**src/rtl/core/secw_pkg.sv**
```systemverilog
// types and constants shared by the stroke edge clip walker
// no dependencies
package secw_pkg;

  typedef enum logic [1:0] {
    CFG_WIDTH  = 2'd0,
    CFG_HEIGHT = 2'd1,
    CFG_MODE   = 2'd2
  } cfg_idx_e;

  typedef enum logic [1:0] {
    MODE_NONE   = 2'd0,
    MODE_THRESH = 2'd1,
    MODE_RISING = 2'd2,
    MODE_SPARE  = 2'd3
  } clip_mode_e;

  localparam int unsigned StepLimit = 128;
  localparam int unsigned Frac      = 14;
  localparam logic [35:0] EdgeLimit = 36'd10 << 28;

  typedef struct packed {
    logic        op;
    logic [7:0]  pixel_x;
    logic [7:0]  pixel_y;
    logic [7:0]  pixel_value;
    logic [15:0] center_x;
    logic [15:0] center_y;
    logic signed [15:0] dir_x_step;
    logic signed [15:0] dir_y_step;
    logic [15:0] stroke_length;
  } in_item_t;

  typedef struct packed {
    logic [15:0] start_x;
    logic [15:0] start_y;
    logic [15:0] end_x;
    logic [15:0] end_y;
  } out_item_t;

  // controller to datapath
  typedef struct packed {
    logic load;      // capture query, seed walk 0
    logic seed;      // seed pixel data present, init last sample
    logic step_calc; // compute next position and bound checks
    logic rd_corner; // issue corner read (index in corner)
    logic [1:0] corner;
    logic lat_corner; // latch read data of previous corner
    logic mix1;      // horizontal mix
    logic mix2;      // vertical mix
    logic accept;    // commit step
    logic save_fwd;  // store forward endpoint, restart backward
    logic save_bwd;
  } ctl_t;

  // datapath to controller
  typedef struct packed {
    logic stop_geom;
    logic stop_edge;
    logic limit;
  } sts_t;

endpackage

```
**src/rtl/core/secw_ctrl.sv**
```systemverilog
// controller of the stroke edge clip walker: sequences seed, steps and the
// two walks; uses secw_pkg
module secw_ctrl (
  input  logic           clk_i,
  input  logic           rst_ni,
  input  logic           query_i,
  input  secw_pkg::sts_t sts_i,
  output secw_pkg::ctl_t ctl_o,
  output logic           busy_o,
  output logic           done_o
);
  import secw_pkg::*;

  typedef enum logic [3:0] {
    S_IDLE, S_SEED, S_CHK, S_DEC, S_R0, S_R1, S_R2, S_R3, S_L3,
    S_MIX1, S_MIX2, S_EDGE, S_DONE
  } state_e;

  state_e state_q;
  logic   bwd_q;
  logic   done_q;

  always_ff @(posedge clk_i or negedge rst_ni) begin
    if (!rst_ni) begin
      state_q <= S_IDLE;
      bwd_q   <= 1'b0;
      done_q  <= 1'b0;
    end else begin
      done_q <= 1'b0;
      unique case (state_q)
        S_IDLE: if (query_i) begin
          state_q <= S_SEED;
          bwd_q   <= 1'b0;
        end
        S_SEED: state_q <= S_CHK;
        S_CHK:  state_q <= S_DEC;
        S_DEC: begin
          if (sts_i.limit || sts_i.stop_geom) begin
            if (bwd_q) begin
              state_q <= S_DONE;
            end else begin
              bwd_q   <= 1'b1;
              state_q <= S_CHK;
            end
          end else begin
            state_q <= S_R0;
          end
        end
        S_R0:   state_q <= S_R1;
        S_R1:   state_q <= S_R2;
        S_R2:   state_q <= S_R3;
        S_R3:   state_q <= S_L3;
        S_L3:   state_q <= S_MIX1;
        S_MIX1: state_q <= S_MIX2;
        S_MIX2: state_q <= S_EDGE;
        S_EDGE: begin
          if (sts_i.stop_edge) begin
            if (bwd_q) begin
              state_q <= S_DONE;
            end else begin
              bwd_q   <= 1'b1;
              state_q <= S_CHK;
            end
          end else begin
            state_q <= S_CHK;
          end
        end
        S_DONE: begin
          done_q  <= 1'b1;
          state_q <= S_IDLE;
        end
        default: state_q <= S_IDLE;
      endcase
    end
  end

  logic walk_end;
  assign walk_end = (state_q == S_DEC && (sts_i.limit || sts_i.stop_geom))
                 || (state_q == S_EDGE && sts_i.stop_edge);

  always_comb begin
    ctl_o = '0;
    ctl_o.load = (state_q == S_IDLE) && query_i;
    ctl_o.seed = (state_q == S_SEED);
    ctl_o.step_calc = (state_q == S_CHK);
    unique case (state_q)
      S_R0: begin ctl_o.rd_corner = 1'b1; ctl_o.corner = 2'd0; end
      S_R1: begin
        ctl_o.rd_corner = 1'b1; ctl_o.corner = 2'd1; ctl_o.lat_corner = 1'b1;
      end
      S_R2: begin
        ctl_o.rd_corner = 1'b1; ctl_o.corner = 2'd2; ctl_o.lat_corner = 1'b1;
      end
      S_R3: begin
        ctl_o.rd_corner = 1'b1; ctl_o.corner = 2'd3; ctl_o.lat_corner = 1'b1;
      end
      S_L3: begin ctl_o.corner = 2'd0; ctl_o.lat_corner = 1'b1; end
      default: ;
    endcase
    ctl_o.mix1 = (state_q == S_MIX1);
    ctl_o.mix2 = (state_q == S_MIX2);
    ctl_o.accept = (state_q == S_EDGE) && !sts_i.stop_edge;
    ctl_o.save_fwd = walk_end && !bwd_q;
    ctl_o.save_bwd = walk_end && bwd_q;
  end

  assign busy_o = (state_q != S_IDLE);
  assign done_o = done_q;
endmodule

```
**config.mk**
```make
export PLATFORM = sky130hd
export DESIGN_NAME = secw_ctrl
export DESIGN_NICKNAME = d
export VERILOG_FILES = /design/src/rtl/core/secw_pkg.sv /design/src/rtl/core/secw_ctrl.sv
export SDC_FILE = /design/constraint.sdc
export NUM_CORES = 1
export LEC_CHECK = 0
export BUFFER_PORTS_ARGS = -buffer_cell sky130_fd_sc_hd__buf_2
export CORE_AREA = 3 3 40 42
export DETAILED_ROUTE_END_ITERATION = 8
export DIE_AREA = 0 0 43 45
export GPL_TIMING_DRIVEN = 0
export MAX_ROUTING_LAYER = met4
export PLACE_DENSITY = 0.61
export SLEW_MARGIN = 20
export SYNTH_ARGS = -nofsm -noshare
export SYNTH_HDL_FRONTEND = slang
export SYNTH_SLANG_ARGS = --single-unit
export TNS_END_PERCENT = 5
```
**constraint.sdc**
```tcl
create_clock -name clk_i -period 3.3 [get_ports clk_i]
set_clock_uncertainty 0.1 [all_clocks]
set_input_delay 0.495 -clock clk_i [delete_from_list [all_inputs] [get_ports clk_i]]
set_output_delay 0.495 -clock clk_i [all_outputs]
set_load 0.03 [all_outputs]
```
==> key figures <==
Run status
  • Status: complete, no violations

STA
  • RSZ-0062 raised after global routing: false
  • Final period util: 0.625
  • Final min period: 2060 ps
  • Slew margin rel.: 0.845
  • Pins over their slew limit: 0
  • Worst-margin pin slew: 230 ps
  • Highest clock rate: 0.485 GHz
  • Hold slack: 461 ps
  • Setup TNS: 0 ps
  • Final WS setup: 1240 ps
  • Final hold vios: 0
  • Final setup fails: 0

Detailed routing
  • # DRC: 0
  • WL final: 939 um
  • DR pass1 iterations: 2
  • WL/cell: 10.8 um
  • Total number of vias: 413
  • Vias per cell: 4.75
  • Iter 0 DRT Violations: 1
  • ANT nets after route: 0

Synthesis
  • Combinational family with the most area after synthesis: simple AND/OR/NAND/NOR gates
  • Ys flop type: dfrtp_1
  • Synthesized net count: 55
  • Asr flop ratio synth: 1.00
  • Adder-cell share of the synthesized area: 0
  • Synth Area in Compound Gates: 0.156
  • Area leader, netlist: dfrtp_1
  • Mux share of post-synthesis cell area: 0
  • Synth area leaders: dfrtp_1 (34%), and2_1 (5.7%), nor4b_4 (5.4%)
  • Synth unique cells: 28
  • Post-Syn Instances: 49
  • Synth cell count leaders: dfrtp_1 (6), nor2_1 (5), and2_1 (4), nor3_1 (4), nand2b_1 (3)
  • #FFs+latches synth: 6
  • Simple-Gate Fraction of Synth Area: 0.416
  • EDFF count, synth: 0
  • Register area share after synthesis: 0.340
  • Syn_area_per_cell: 9.01 um^2
  • Synth Area in XOR/XNOR: 0
  • Syn. warnings: 0
  • Most frequent cell after synthesis: dfrtp_1
  • Cell Area, Synth: 442 um^2
  • Area share of the largest cell type after synthesis: 0.340

Hold path
  • Min-delay worst type: reg2reg
  • Hold_sp: state_q[0]
  • Min-Delay Endpoint: state_q[0]
  • Worst Hold Path Cells: 2

Worst setup path
  • Worst Reg-to-Reg Cells: 4
  • CP required: 2700 ps
  • Critical-path cell list: buf_2, nand2b_1, o31ai_1, buf_2
  • CP max FO: 10
  • CP Launch Type: flop
  • Most common cell on crit path: buf_2
  • R2r startpoint: state_q[3]
  • CP arrival: 1470 ps
  • Slowest CP cell: dfrtp_1
  • Critical Path Sink Type: primary output
  • Kind of critical path: reg2out
  • R2R Setup Slk: 2080 ps
  • Crit Reg-Reg Endpoint: state_q[1]
  • CP max stage delay: 380 ps

Pwr
  • Worst IR drop on VDD: 0.000493 V
  • Pwr Total: 0.612 mW
  • P_leak: 0.306 nW
  • Pwr per Cell Area: 1040 mW/mm^2

Global route
  • Initial antenna violation count: 0
  • Vias in the first global route: 353
  • Remaining Overflow, GRT: 0
  • First-pass GRT wire length: 1.53 mm
  • GRT Total Usage: 0.109
  • Largest net degree at the start of global routing: 11

Clock tree
  • Num Clock Sinks: 6
  • CTS tree: done
  • H-tree levels: 1
  • Max Buffers Root-to-Sink: 2
  • CTS buffer count: 3
  • Post-CTS Resized: 0
  • Clock root buffer: clkbuf_4
  • Worst-path clk slew: 50 ps
  • Clock latency on the worst-skew pair: 240 ps

Die
  • Core area: 0.00128 mm^2
  • Die area: 0.00194 mm^2
  • Initial Util: 0.344
  • Num rows: 13
  • Die X-Extent: 43 um
  • Num ports: 20
  • Die Ht: 45 um

Final layout
  • Final nets: 80
  • Area grow syn2layout: 33.1%
  • # diodes: 0
  • Fillers: 128
  • Post-Route Utilization: 0.458
  • Layout cell share with drive strength beyond 1: 0.431

Placed design
  • Final RePlAce weighted congestion: 0.740
  • Final HPWL DP: 743 um
  • PortBufs: 19
  • Pre-CTS setup slack: 1380 ps

Job
  • Max Cap Viol: 0
## worst max-delay path, delay by kind of cell, from the launching register on
family | cells | cell delay [ps]
AND/OR/NAND/NOR | 1 | 210
AO/OA/AOI/OAI | 1 | 210
buffers and inverters | 2 | 420
flip-flops | 1 | 380
## cells in the final DEF, fill, tap and decap left out, types with 3 or more instances in the layout
master     n
nor2_1     5
buf_2     20
clkbuf_4   3
dfrtp_1    6
and2_1     4
nand2b_1   3
nor3_1     4
## report_power, final
| group | total [mW] | internal, mW | switching (mW) |
|---|---|---|---|
| logic | 0.427 | 0.154 | 0.272 |
| registers | 0.118 | 0.103 | 0.0151 |
| clock network | 0.0671 | 0.0411 | 0.0260 |
## state kept, by name, summed over array words and instances, names as in the netlist
register,cells
state_q,4
bwd_q,1
done_o,1
## kinds of logic after synthesis
| kind of cell | Yosys count |
|---|---|
| flops | 6 |
| compound gates | 10 |
| buf+inv | 6 |
| simple gates | 27 |
## stage by stage
stage | area (um^2) | cells
CTS | 588 | 87
global route | 588 | 87
detailed placement | 556 | 83
global placement | 556 | 83
finish | 588 | 87
floorplan | 442 | 49
## area by class of cell
type	count	area, um^2	area share
tap	15	18.8	0.0319
sequential	6	150	0.255
timing repair buffer	20	105	0.179
clock buffer	3	22.5	0.0383
inverter	2	7.51	0.0128
multi-input combinational	37	253	0.430
buffer	4	31.3	0.0532
## worst max path at each step
| stage | end | cells after the start | startpoint | slack [ps] |
|---|---|---|---|---|
| CTS | ctl_o[5] | 4 | state_q[2] | 1200 |
| global placement | ctl_o[1] | 5 | sts_i[1] | 1390 |
| finish | ctl_o[5] | 4 | state_q[2] | 1240 |
| global route | ctl_o[5] | 4 | state_q[2] | 1120 |
| detailed placement | ctl_o[1] | 5 | sts_i[1] | 1380 |
| floorplan | ctl_o[5] | 3 | state_q[2] | 1220 |
## routing by layer
layer,routed length (um),track usage
met5,0,-
met4,0,0
met3,75,0.0637
met2,416,0.159
met1,448,0.140
## repair_timing
item / 4_1_cts / 5_1_grt
hold buffers: 1 / 0
buffers inserted: 0 / 0
endpoints found under the hold margin: 6 / 0
(Power assumes the default switching activity.)
